===== config.mk =====
export PLATFORM = sky130hd
export DESIGN_NAME = lifo_stack_with_peek_unit
export DESIGN_NICKNAME = d
export VERILOG_FILES = /design/src/sv/lsp_pkg.sv /design/src/sv/lifo_stack_with_peek_unit.sv /design/src/sv/lsp_ctrl.sv /design/src/sv/lsp_datapath.sv
export VERILOG_INCLUDE_DIRS = /design/src /design/src/sv
export SDC_FILE = /design/constraint.sdc
export NUM_CORES = 1
export LEC_CHECK = 0
export BUFFER_PORTS_ARGS = -buffer_cell sky130_fd_sc_hd__buf_4
export CAP_MARGIN = 20
export CORE_MARGIN = 10
export CORE_UTILIZATION = 30
export CTS_BUF_LIST = sky130_fd_sc_hd__clkbuf_2
export DETAILED_ROUTE_END_ITERATION = 16
export PLACE_DENSITY_LB_ADDON = 0.08
export SLEW_MARGIN = 20
export SYNTH_ARGS = -nofsm -noshare
export SYNTH_HDL_FRONTEND = slang
export SYNTH_SLANG_ARGS = --single-unit

===== constraint.sdc =====
create_clock -name clock -period 5.05 [get_ports clock]
set_input_delay 0.2525 -clock clock [delete_from_list [all_inputs] [get_ports clock]]
set_output_delay 0.2525 -clock clock [all_outputs]
set_load 0.1 [all_outputs]

===== src/sv/lifo_stack_with_peek_unit_assert.svh =====
// ----------------------------------------------------------------------------
// lifo stack assertion macros
// implication checks that compile away when SYNTH is defined
// ----------------------------------------------------------------------------
`ifndef LIFO_STACK_WITH_PEEK_UNIT_ASSERT_SVH
`define LIFO_STACK_WITH_PEEK_UNIT_ASSERT_SVH

`ifndef SYNTH

// same-cycle implication
`define LSP_ASSERT_SAME(label, clk, rst, ante, cons) \
   label: assert property (@(posedge clk) disable iff (rst) (ante) |-> (cons)) \
      else $error("lifo stack check failed");

// next-cycle implication
`define LSP_ASSERT_NEXT(label, clk, rst, ante, cons) \
   label: assert property (@(posedge clk) disable iff (rst) (ante) |=> (cons)) \
      else $error("lifo stack check failed");

`else

`define LSP_ASSERT_SAME(label, clk, rst, ante, cons)
`define LSP_ASSERT_NEXT(label, clk, rst, ante, cons)

`endif

`endif


===== src/sv/lsp_pkg.sv =====
// ----------------------------------------------------------------------------
// lifo stack package
// operation and status codes, controller states and the command and status
// groups between controller and datapath
// ----------------------------------------------------------------------------
package lsp_pkg;

   localparam int WORD_W  = 32;
   localparam int FUNC_W  = 2;
   localparam int INDEX_W = 5;
   localparam int COUNT_W = 5;

   // requested operation
   typedef enum logic [FUNC_W-1:0] {
      FUNC_PUSH = 2'd0,
      FUNC_POP  = 2'd1,
      FUNC_PEEK = 2'd2
   } func_type;

   // result status
   typedef enum logic [1:0] {
      ST_OK        = 2'd0,
      ST_OVERFLOW  = 2'd1,
      ST_UNDERFLOW = 2'd2,
      ST_BADINDEX  = 2'd3
   } status_type;

   // source of the returned word
   typedef enum logic [1:0] {
      VSEL_ZERO = 2'd0,
      VSEL_ONE  = 2'd1,
      VSEL_NEG  = 2'd2,
      VSEL_MEM  = 2'd3
   } value_sel_type;

   // controller states, one-hot
   typedef enum logic [1:0] {
      CS_IDLE = 2'b01,
      CS_HOLD = 2'b10
   } state_type;

   // controller to datapath
   typedef struct packed {
      logic          load;
      logic          write;
      logic          pop;
      logic          peek;
      value_sel_type value_sel;
      status_type    status;
   } cmd_type;

   // datapath to controller
   typedef struct packed {
      logic full;
      logic empty;
      logic peek_ok;
   } stat_type;

endpackage


===== src/sv/lifo_stack_with_peek_unit.sv =====
// ----------------------------------------------------------------------------
// lifo stack with peek
// push, pop and peek on a stack of DEPTH signed 32-bit words
// ----------------------------------------------------------------------------
// Each item's result appears in the cycle after the item is accepted, latched by
// the registered read port of the entry memory. A new item is taken in every
// cycle in which the previous result is taken or none is pending, so the
// block sustains one item per cycle and holds off the request side only while
// a result waits under stall. The returned count, empty and full flags reflect
// the stack after the operation. Memory entries need no clearing after reset:
// only entries written by an earlier push are ever read.
// ----------------------------------------------------------------------------
`include "lifo_stack_with_peek_unit_assert.svh"

module lifo_stack_with_peek_unit #(
   parameter int DEPTH = 16
) (
   input  logic                              clock,
   input  logic                              reset,
   input  logic                              req_valid,
   output logic                              req_stall,
   input  logic [lsp_pkg::FUNC_W-1:0]        req_func,
   input  logic signed [lsp_pkg::WORD_W-1:0] req_push_value,
   input  logic [lsp_pkg::INDEX_W-1:0]       req_peek_index,
   output logic                              rsp_valid,
   input  logic                              rsp_stall,
   output logic signed [lsp_pkg::WORD_W-1:0] rsp_read_value,
   output logic [1:0]                        rsp_status,
   output logic                              rsp_is_empty,
   output logic                              rsp_is_full,
   output logic [lsp_pkg::COUNT_W-1:0]       rsp_entry_count
);
   import lsp_pkg::*;

   cmd_type  cmd;
   stat_type stat;
   logic     accept;

   assign accept = req_valid && !req_stall;

   // control
   lsp_ctrl u_ctrl (
      .clock     (clock),
      .reset     (reset),
      .req_valid (req_valid),
      .req_func  (req_func),
      .req_stall (req_stall),
      .rsp_valid (rsp_valid),
      .rsp_stall (rsp_stall),
      .stat      (stat),
      .cmd       (cmd)
   );

   // storage and results
   lsp_datapath #(
      .DEPTH (DEPTH)
   ) u_datapath (
      .clock           (clock),
      .reset           (reset),
      .cmd             (cmd),
      .stat            (stat),
      .req_push_value  (req_push_value),
      .req_peek_index  (req_peek_index),
      .rsp_read_value  (rsp_read_value),
      .rsp_status      (rsp_status),
      .rsp_is_empty    (rsp_is_empty),
      .rsp_is_full     (rsp_is_full),
      .rsp_entry_count (rsp_entry_count)
   );

   // request side held off only behind a pending result
   `LSP_ASSERT_SAME(a_stall_needs_result, clock, reset, req_stall, rsp_valid)

   // push into a full stack reports overflow
   `LSP_ASSERT_NEXT(a_push_full_overflow, clock, reset,
      accept && (req_func == FUNC_PUSH) && stat.full,
      rsp_valid && (rsp_status == ST_OVERFLOW))

   // accepted pop removes one entry
   `LSP_ASSERT_NEXT(a_pop_decrements, clock, reset,
      accept && (req_func == FUNC_POP) && !stat.empty,
      rsp_valid && (rsp_status == ST_OK)
         && (rsp_entry_count == COUNT_W'($past(rsp_entry_count) - COUNT_W'(1))))

   // accepted item always leaves a result pending
   `LSP_ASSERT_NEXT(a_accept_gives_result, clock, reset, accept, rsp_valid)

endmodule


===== src/sv/lsp_ctrl.sv =====
// ----------------------------------------------------------------------------
// lifo stack controller
// decodes each accepted item into datapath commands and tracks the pending
// result in the output register
// ----------------------------------------------------------------------------
module lsp_ctrl (
   input  logic                             clock,
   input  logic                             reset,
   input  logic                             req_valid,
   input  logic [lsp_pkg::FUNC_W-1:0]       req_func,
   output logic                             req_stall,
   output logic                             rsp_valid,
   input  logic                             rsp_stall,
   input  lsp_pkg::stat_type                stat,
   output lsp_pkg::cmd_type                 cmd
);
   import lsp_pkg::*;

   state_type state_ff;
   state_type state_in;
   logic      accept;

   // output register busy and not drained
   assign rsp_valid = (state_ff == CS_HOLD);
   assign req_stall = rsp_valid && rsp_stall;
   assign accept    = req_valid && !req_stall;

   // state update
   always_comb begin
      state_in = state_ff;
      case (state_ff)
         CS_IDLE: begin
            if (accept) state_in = CS_HOLD;
         end
         CS_HOLD: begin
            if (accept) state_in = CS_HOLD;
            else if (!rsp_stall) state_in = CS_IDLE;
         end
         default: state_in = CS_IDLE;
      endcase
   end

   always_ff @(posedge clock) begin
      if (reset) state_ff <= CS_IDLE;
      else state_ff <= state_in;
   end

   // operation decode
   always_comb begin
      cmd           = '0;
      cmd.load      = accept;
      cmd.value_sel = VSEL_ZERO;
      cmd.status    = ST_OK;
      case (req_func)
         FUNC_PUSH: begin
            if (stat.full) cmd.status = ST_OVERFLOW;
            else cmd.write = accept;
         end
         FUNC_POP: begin
            if (stat.empty) begin
               cmd.status    = ST_UNDERFLOW;
               cmd.value_sel = VSEL_ONE;
            end else begin
               cmd.pop       = accept;
               cmd.value_sel = VSEL_MEM;
            end
         end
         FUNC_PEEK: begin
            if (stat.peek_ok) begin
               cmd.peek      = accept;
               cmd.value_sel = VSEL_MEM;
            end else begin
               cmd.status    = ST_BADINDEX;
               cmd.value_sel = VSEL_NEG;
            end
         end
         default: begin
            cmd.status    = ST_OK;
            cmd.value_sel = VSEL_ZERO;
         end
      endcase
   end

endmodule


===== src/sv/lsp_datapath.sv =====
// ----------------------------------------------------------------------------
// lifo stack datapath
// entry memory, held count, read register and result registers
// ----------------------------------------------------------------------------
module lsp_datapath #(
   parameter int DEPTH = 16
) (
   input  logic                              clock,
   input  logic                              reset,
   input  lsp_pkg::cmd_type                  cmd,
   output lsp_pkg::stat_type                 stat,
   input  logic signed [lsp_pkg::WORD_W-1:0] req_push_value,
   input  logic [lsp_pkg::INDEX_W-1:0]       req_peek_index,
   output logic signed [lsp_pkg::WORD_W-1:0] rsp_read_value,
   output logic [1:0]                        rsp_status,
   output logic                              rsp_is_empty,
   output logic                              rsp_is_full,
   output logic [lsp_pkg::COUNT_W-1:0]       rsp_entry_count
);
   import lsp_pkg::*;

   localparam int CNT_W  = $clog2(DEPTH + 1);
   localparam int ADDR_W = (DEPTH > 1) ? $clog2(DEPTH) : 1;
   localparam int CMP_W  = (CNT_W > INDEX_W) ? CNT_W : INDEX_W;

   logic signed [WORD_W-1:0] mem_ff [DEPTH];
   logic signed [WORD_W-1:0] rd_ff;
   logic [CNT_W-1:0]         count_ff;
   logic [CNT_W-1:0]         count_in;
   value_sel_type            value_sel_ff;
   status_type               status_ff;
   logic [CMP_W-1:0]         count_ext;
   logic [CMP_W-1:0]         index_ext;
   logic [CMP_W-1:0]         rd_pos;
   logic [ADDR_W-1:0]        rd_addr;
   logic [ADDR_W-1:0]        wr_addr;

   assign count_ext = CMP_W'(count_ff);
   assign index_ext = CMP_W'(req_peek_index);

   // flags seen by the controller
   assign stat.full    = (count_ff == CNT_W'(DEPTH));
   assign stat.empty   = (count_ff == '0);
   assign stat.peek_ok = (req_peek_index != '0) && (index_ext <= count_ext);

   // addresses: first free slot for push, top entry for pop, index counted down from the top for peek
   assign wr_addr = ADDR_W'(count_ff);
   assign rd_pos  = cmd.pop ? (count_ext - CMP_W'(1)) : (count_ext - index_ext);
   assign rd_addr = ADDR_W'(rd_pos);

   // entry memory with registered read
   always_ff @(posedge clock) begin
      if (cmd.write) mem_ff[wr_addr] <= req_push_value;
      if (cmd.pop || cmd.peek) rd_ff <= mem_ff[rd_addr];
   end

   // held count
   always_comb begin
      count_in = count_ff;
      if (cmd.write) count_in = count_ff + CNT_W'(1);
      else if (cmd.pop) count_in = count_ff - CNT_W'(1);
   end

   always_ff @(posedge clock) begin
      if (reset) count_ff <= '0;
      else count_ff <= count_in;
   end

   // result registers
   always_ff @(posedge clock) begin
      if (cmd.load) begin
         value_sel_ff <= cmd.value_sel;
         status_ff    <= cmd.status;
      end
   end

   // returned word
   always_comb begin
      case (value_sel_ff)
         VSEL_ZERO: rsp_read_value = '0;
         VSEL_ONE:  rsp_read_value = 32'sd1;
         VSEL_NEG:  rsp_read_value = -32'sd1;
         VSEL_MEM:  rsp_read_value = rd_ff;
         default:   rsp_read_value = '0;
      endcase
   end

   assign rsp_status      = status_ff;
   assign rsp_is_empty    = stat.empty;
   assign rsp_is_full     = stat.full;
   assign rsp_entry_count = count_ext[COUNT_W-1:0];

endmodule


==> out/results.tsv, run 1 <==
stage	metric	value	unit
synthesis	synthesized net count	1799	
pwr	PwrDens	377	nW/um^2
finish	Layout fillers	7693	
setup_path	CP arrival	5.25	ns
synthesis	xor/xnor share of the synthesized area	0.00330	
grt	total track usage	0.170	
synthesis	top_reg_cell synth	edfxtp_1	
clocking	Clock Sink Count	555	
place	placed cell area	26000	sq um
route	DRC viols	0	
route	post-route ant nets	0	
pwr	leakage	0.00948	uW
clocking	Max Root-Sink Buffers	3	
finish	most frequent cells in the layout	edfxtp_1 (548), clkbuf_2 (232), nand2_1 (203), a31oi_1 (129), buf_4 (126)	
setup_path	cells along the critical path	buf_4, ha_4, and4_1, a22oi_1, a21oi_1, dlygate4sd3_1, a22oi_1, nor2_4, buf_12	
timing	Final Max Slew Viols	0	
finish	area of the multi-input gates	6690	sq um
die	Row Count	103	
place	GP Congestion	0.749	
setup_path	CP Max Fanout	73	
timing	measured slew at the worst slew-check pin	1.19	ns
grt	total grt overflow	0	
die	io pins	86	
grt	first-pass GRT wire length	115000	um
setup_path	Crit path required time	6.02	ns
route	aggregate routed wire length	77700	um
clocking	Clock transition at path regs	0.10	ns
finish	nets	2034	
synthesis	Post-Synth Simple-Gate Area	0.0636	
pwr	maximum VDD drop	0.143	mV
timing	final setup vio count	0	
timing	RSZ-0062 raised after global routing	no	
setup_path	worst path bufs/invs	3	
timing	Clock Skews	0.0550	ns
finish	Layout area overhead	18.4	%
die	Core Region	79000	sq um
timing	Hold Slack	0.180	ns
finish	share of cells above drive strength 1	0.202	
synthesis	Post-synth EDFFs	548	
setup_path	Setup Crit Path Kind	reg2reg	
synthesis	Adder-Cell Fraction of Synth Area	0.0108	
synthesis	Mapped Cells	1736	
synthesis	yosys warns	0	
place	number of port buffers	85	
timing	Final TNS setup	0	ns
finish	leading cell type in the layout, fill and taps excluded	edfxtp_1	
pwr	total power	10700	uW
route	mean routed wirelength per cell	24.8	um
timing	post-layout minimum cycle time	4.28	ns
clocking	H-tree levels	4	
clocking	setup bufs post-CTS	0	
die	die area	91300	sq um
synthesis	Synth async-reset ratio	0	
grt	vias in the first global route	17000	
route	Vias	16400	
timing	final hold vios	0	
setup_path	CP peak stage delay	0.69	ns
timing	Max-slew headroom	0.206	
flow_run	Max Cap Violations	0	
setup_path	CP Launch Type	register	
synthesis	Seq cells post-synth	555	
route	via/cell ratio	5.22	
route	DRT Pass-1 Iters	6	
clocking	CTS tree	done	
synthesis	Synth Area in Compound Gates	0.150	
synthesis	sequential share of the synthesized area	0.695	
timing	f_max	0.234	GHz
grt	initial antenna violation count	2	
clocking	root buf cell	clkbuf_2	
route	drt initial violations	1277	
setup_path	most frequent CP cell	a22oi_1	
setup_path	Slowest-stage cell, CP	buf_4	
timing	fin crit share	0.847	
setup_path	R2R cell count	9	
die	initial core utilization	0.302	
clocking	cts repair resizes	0	
synthesis	area of the mapped netlist	23900	sq um
synthesis	mux share of post-synthesis cell area	0.0411	
setup_path	Worst Setup End Kind	register	
die	Die X	302	um
synthesis	synth unique cells	45	
place	Post-DP HPWL	42600	um
timing	worst setup margin	0.771	ns
clocking	worst-skew pair later-pin latency	1.33	ns
hold_path	worst min path class	in2reg	
hold_path	hold path cells	6	
setup_path	Worst path depth	9	
finish	Reg area	16600	sq um
die	Die Ht	302	um
synthesis	largest family of logic cells by synthesized area	compound AO/OA/AOI/OAI gates	
clocking	CTS hold repair buffers	81	
place	Place WS	1.05	ns
clocking	clock buffer count from CTS	156	
run_status	status	complete, no violations	
setup_path	CP top delay family	buffers and inverters	
grt	pin count of the biggest net entering global routing	104	
synthesis	syn_area_per_cell	13.8	sq um
finish	Final Instance Area	28300	sq um
[sequential cells by signal, summed over array words and instances (netlist names)]
register / count
u_datapath.value_sel_ff: 2
u_datapath.mem_ff: 512
u_datapath.rsp_status: 2
u_ctrl.state_ff: 2
u_datapath.rsp_entry_count: 5
u_datapath.rd_ff: 32
[report_power, final]
part / internal, uW / switching [uW]
Clock: 1520 / 1920
Combinational: 669 / 1390
Sequential: 5130 / 28.8
Total: 7320 / 3340
[cells in the mapped netlist (2+ instances only)]
cell,n,area (sq um)
clkbuf_1,90,338
xnor2_1,7,61.3
buf_4,7,52.6
buf_6,10,113
dfxtp_1,7,140
o31ai_1,2,15.0
buf_1,5,18.8
a22oi_1,2,15.0
nor4_1,2,12.5
edfxtp_1,548,16500
a211oi_2,3,37.5
a31oi_1,131,820
a211oi_1,125,938
o21ai_0,3,15.0
mux2i_1,98,981
a222oi_1,32,320
nor2b_1,3,18.8
xor2_1,2,17.5
ha_1,19,238
nand2_1,203,762
o22ai_1,64,400
a21oi_1,78,390
a21boi_0,32,240
inv_1,48,180
nor3_1,75,375
a311o_1,32,320
buf_2,31,155
nor2_1,23,86.3
o31ai_4,2,42.5
nand3_1,37,185
[per-stage QoR]
step / cells / utilization
after global placement: 2779 / 0.328
after CTS: 3131 / 0.358
after detailed placement: 2781 / 0.329
final: 3135 / 0.358
after global routing: 3135 / 0.358
after floorplan: 1736 / -
[worst reg2reg max path: cells and delay by family, from the launching register on]
family | cells | cell delay, ns
and+or+nand+nor | 2 | 0.88
AOI/OAI and AO/OA | 3 | 0.37
DFF | 1 | 0.35
adders and majority gates | 1 | 0.69
buffers and inverters | 3 | 1.65
[layer usage]
metal | wire length (um) | track usage | up-vias
li1 | - | - | 7489
met1 | 33600 | 0.214 | 8231
met2 | 38400 | 0.284 | 520
met3 | 3850 | 0.0367 | 136
met4 | 1810 | 0.0614 | 0
met5 | 0 | 0 | -
[final timing paths]
| kind | start | to | slack, ns |
|---|---|---|---|
| max | u_datapath.rsp_entry_count[0] | u_datapath.rd_ff[21] | 0.77 |
| min | req_peek_index[4] | u_datapath.value_sel_ff[0] | 0.18 |
| max reg2reg | u_datapath.rsp_entry_count[0] | u_datapath.rd_ff[21] | 0.77 |
| min reg2reg | u_ctrl.state_ff[0] | u_ctrl.state_ff[0] | 0.53 |
[cell type report]
type,instances,area share
sequential,555,0.587
multi-input combinational,990,0.237
timing repair buffer,220,0.0713
tap,1050,0.0465
clock buffer,232,0.0411
clock inverter,37,0.0109
inverter,48,0.00637
antenna,3,0.000266
[kinds of logic (layout without fill, tap and decap cells)]
group | count (synthesis) | in the layout
flip-flops | 555 | 555
AO/OA/AOI/OAI | 511 | 511
AND/OR/NAND/NOR | 352 | 352
buffers and inverters | 191 | 537
multiplexers | 98 | 98
adder cells (fa/ha/maj) | 20 | 20
XOR/XNOR | 9 | 9
other | 0 | 3
(Power assumes the default switching activity.)
==> run 2: changes to the inputs <==
clock period = 4.37 ns   (was 5.05 ns; I/O delays follow)
==> run 2 against run 1 <==
Critical path type unchanged. Design area grew 0.76%. Sequential power increased by 16%. Cell count is 0.45% higher. Critical path depth up 1. First-iteration DRC count decreased by 3.1%. Non-clock buffer count up 11. Fmax rose by 9.7%. Flip-flop and latch count stayed put. Sequential share of layout area fell by 0.44 points. Die area did not move. Clock skew is 0.080 ns higher.
==> out/results.tsv, run 2 (synthesis gave the netlist of run 1 again) <==
stage	metric	value	unit
place	Place WS	0.390	ns
place	Post-DP HPWL	40900	um
setup_path	CP arrival	5.01	ns
grt	total grt overflow	0	
clocking	clock buffer count from CTS	153	
route	M1 WL	34900	um
timing	final hold vios	0	
grt	first-pass GRT wire length	115000	um
route	aggregate routed wire length	78000	um
run_status	status	complete, no violations	
die	initial core utilization	0.302	
die	die area	91300	sq um
clocking	CTS hold repair buffers	89	
timing	final setup vio count	0	
route	DRT Pass-1 Iters	7	
grt	pin count of the biggest net entering global routing	136	
flow_run	Max Cap Violations	0	
die	Core Region	79000	sq um
finish	leading cell type in the layout, fill and taps excluded	edfxtp_1	
clocking	cts repair resizes	0	
place	post-placement cell count	2784	
setup_path	CP peak stage delay	0.61	ns
route	WL met3	3710	um
setup_path	cells along the critical path	inv_1, ha_4, or4b_1, nand3_4, buf_4, mux2i_4, buf_12, a21oi_1, nor3_1, a311o_1	
route	post-route ant nets	0	
clocking	worst-skew pair later-pin latency	1.33	ns
clocking	Clock Sink Count	555	
timing	measured slew at the worst slew-check pin	0.976	ns
clocking	CTS tree	done	
die	Row Count	103	
timing	Final TNS setup	0	ns
finish	max FFs per register	512	
finish	area of the multi-input gates	6720	sq um
timing	post-layout minimum cycle time	3.90	ns
pwr	PwrDens	430	nW/um^2
timing	worst setup margin	0.469	ns
finish	Layout area overhead	19.3	%
timing	Max-slew headroom	0.349	
finish	Layout fillers	7709	
finish	Core Util, Final	0.361	
finish	Top reg by flops	u_datapath.mem_ff	
grt	total track usage	0.171	
die	Die Ht	302	um
grt	initial antenna violation count	3	
route	Highest Signal Layer	met5	
route	DRC viols	0	
finish	share of cells above drive strength 1	0.198	
timing	fin crit share	0.893	
clocking	root buf cell	clkbuf_2	
clocking	Max Root-Sink Buffers	3	
finish	nets	2042	
timing	Final Max Slew Viols	0	
place	GP Congestion	0.715	
die	Die X	302	um
route	DR WL met2	37600	um
route	Vias	16400	
die	io pins	86	
pwr	leakage	0.00952	uW
setup_path	CP Max Fanout	46	
route	mean routed wirelength per cell	24.8	um
place	number of port buffers	85	
timing	Clock Skews	0.135	ns
finish	most frequent cells in the layout	edfxtp_1 (548), clkbuf_2 (222), nand2_1 (203), a31oi_1 (129), a211oi_1 (125)	
clocking	H-tree levels	4	
timing	RSZ-0062 raised after global routing	no	
finish	Reg area	16600	sq um
setup_path	Slowest-stage cell, CP	or4b_1	
finish	Finished Layout Cells	3149	
timing	f_max	0.256	GHz
route	drt initial violations	1237	
setup_path	CP Launch Type	register	
clocking	setup bufs post-CTS	0	
grt	vias in the first global route	17100	
pwr	maximum VDD drop	0.152	mV
clocking	Clock transition at path regs	0.11	ns
setup_path	Worst Setup End Kind	register	
setup_path	Crit path required time	5.48	ns
hold_path	worst min path class	in2reg	
setup_path	Setup Crit Path Kind	reg2reg	
route	via/cell ratio	5.22	
-- run 2: changes by cell type in the layout (fill, tap and decap cells not counted), sizes merged --
cell | previous run | this run
bufinv | 6 | 4
clkinvlp | 1 | 2
clkbuf | 232 | 222
clkinv | 27 | 39
buf | 139 | 142
diode | 3 | 4
inv | 51 | 52
dlygate4sd3 | 81 | 89
-- run 2: per-stage QoR --
step	hold slack (ns)	cell area (sq um)	power, uW
after floorplan	0.288	23900	7610
after global placement	0.468	26100	8420
after detailed placement	0.470	26100	8450
after CTS	0.0689	28500	12400
after global routing	0.0281	28500	12900
final	0.0844	28500	12200
-- run 2: where the power goes --
| group | internal [uW] | total (uW) | leakage [uW] | switching, uW |
|---|---|---|---|---|
| combinational | 806 | 2430 | 0.00345 | 1620 |
| sequential | 5930 | 5960 | 0.00500 | 31.1 |
| clock | 1600 | 3850 | 0.00107 | 2250 |
-- run 2: per-layer routing --
metal / vias up / GRT usage
met5: - / 0
met4: 2 / 0.0654
met3: 127 / 0.0327
met2: 457 / 0.281
met1: 8311 / 0.220
li1: 7546 / -
-- run 2: critical path, delay by kind of cell, from the launching register on --
family	cells	cell delay (ns)
compound gates	2	0.24
fa+ha+maj	1	0.17
buf+inv	3	1.13
flops	1	0.42
mux	1	0.41
simple gates	3	1.26
-- run 2: final timing paths --
check                                 from                   to  slack (ns)  cells after the start
max          u_datapath.rsp_entry_count[1]  u_datapath.rd_ff[0]        0.47                     10
min                      req_peek_index[0]  u_datapath.rd_ff[1]        0.08                      8
max reg2reg  u_datapath.rsp_entry_count[1]  u_datapath.rd_ff[0]        0.47                     10
min reg2reg             u_ctrl.state_ff[0]   u_ctrl.state_ff[0]        0.52                      2
-- run 2: cell type report --
type | instances | area share
multi-input cells | 990 | 0.236
clock buffers | 222 | 0.0390
inverters | 48 | 0.00632
flip-flops and latches | 555 | 0.583
diodes | 4 | 0.000351
clock inverters | 49 | 0.0109
repair buffers | 231 | 0.0789
well taps | 1050 | 0.0461
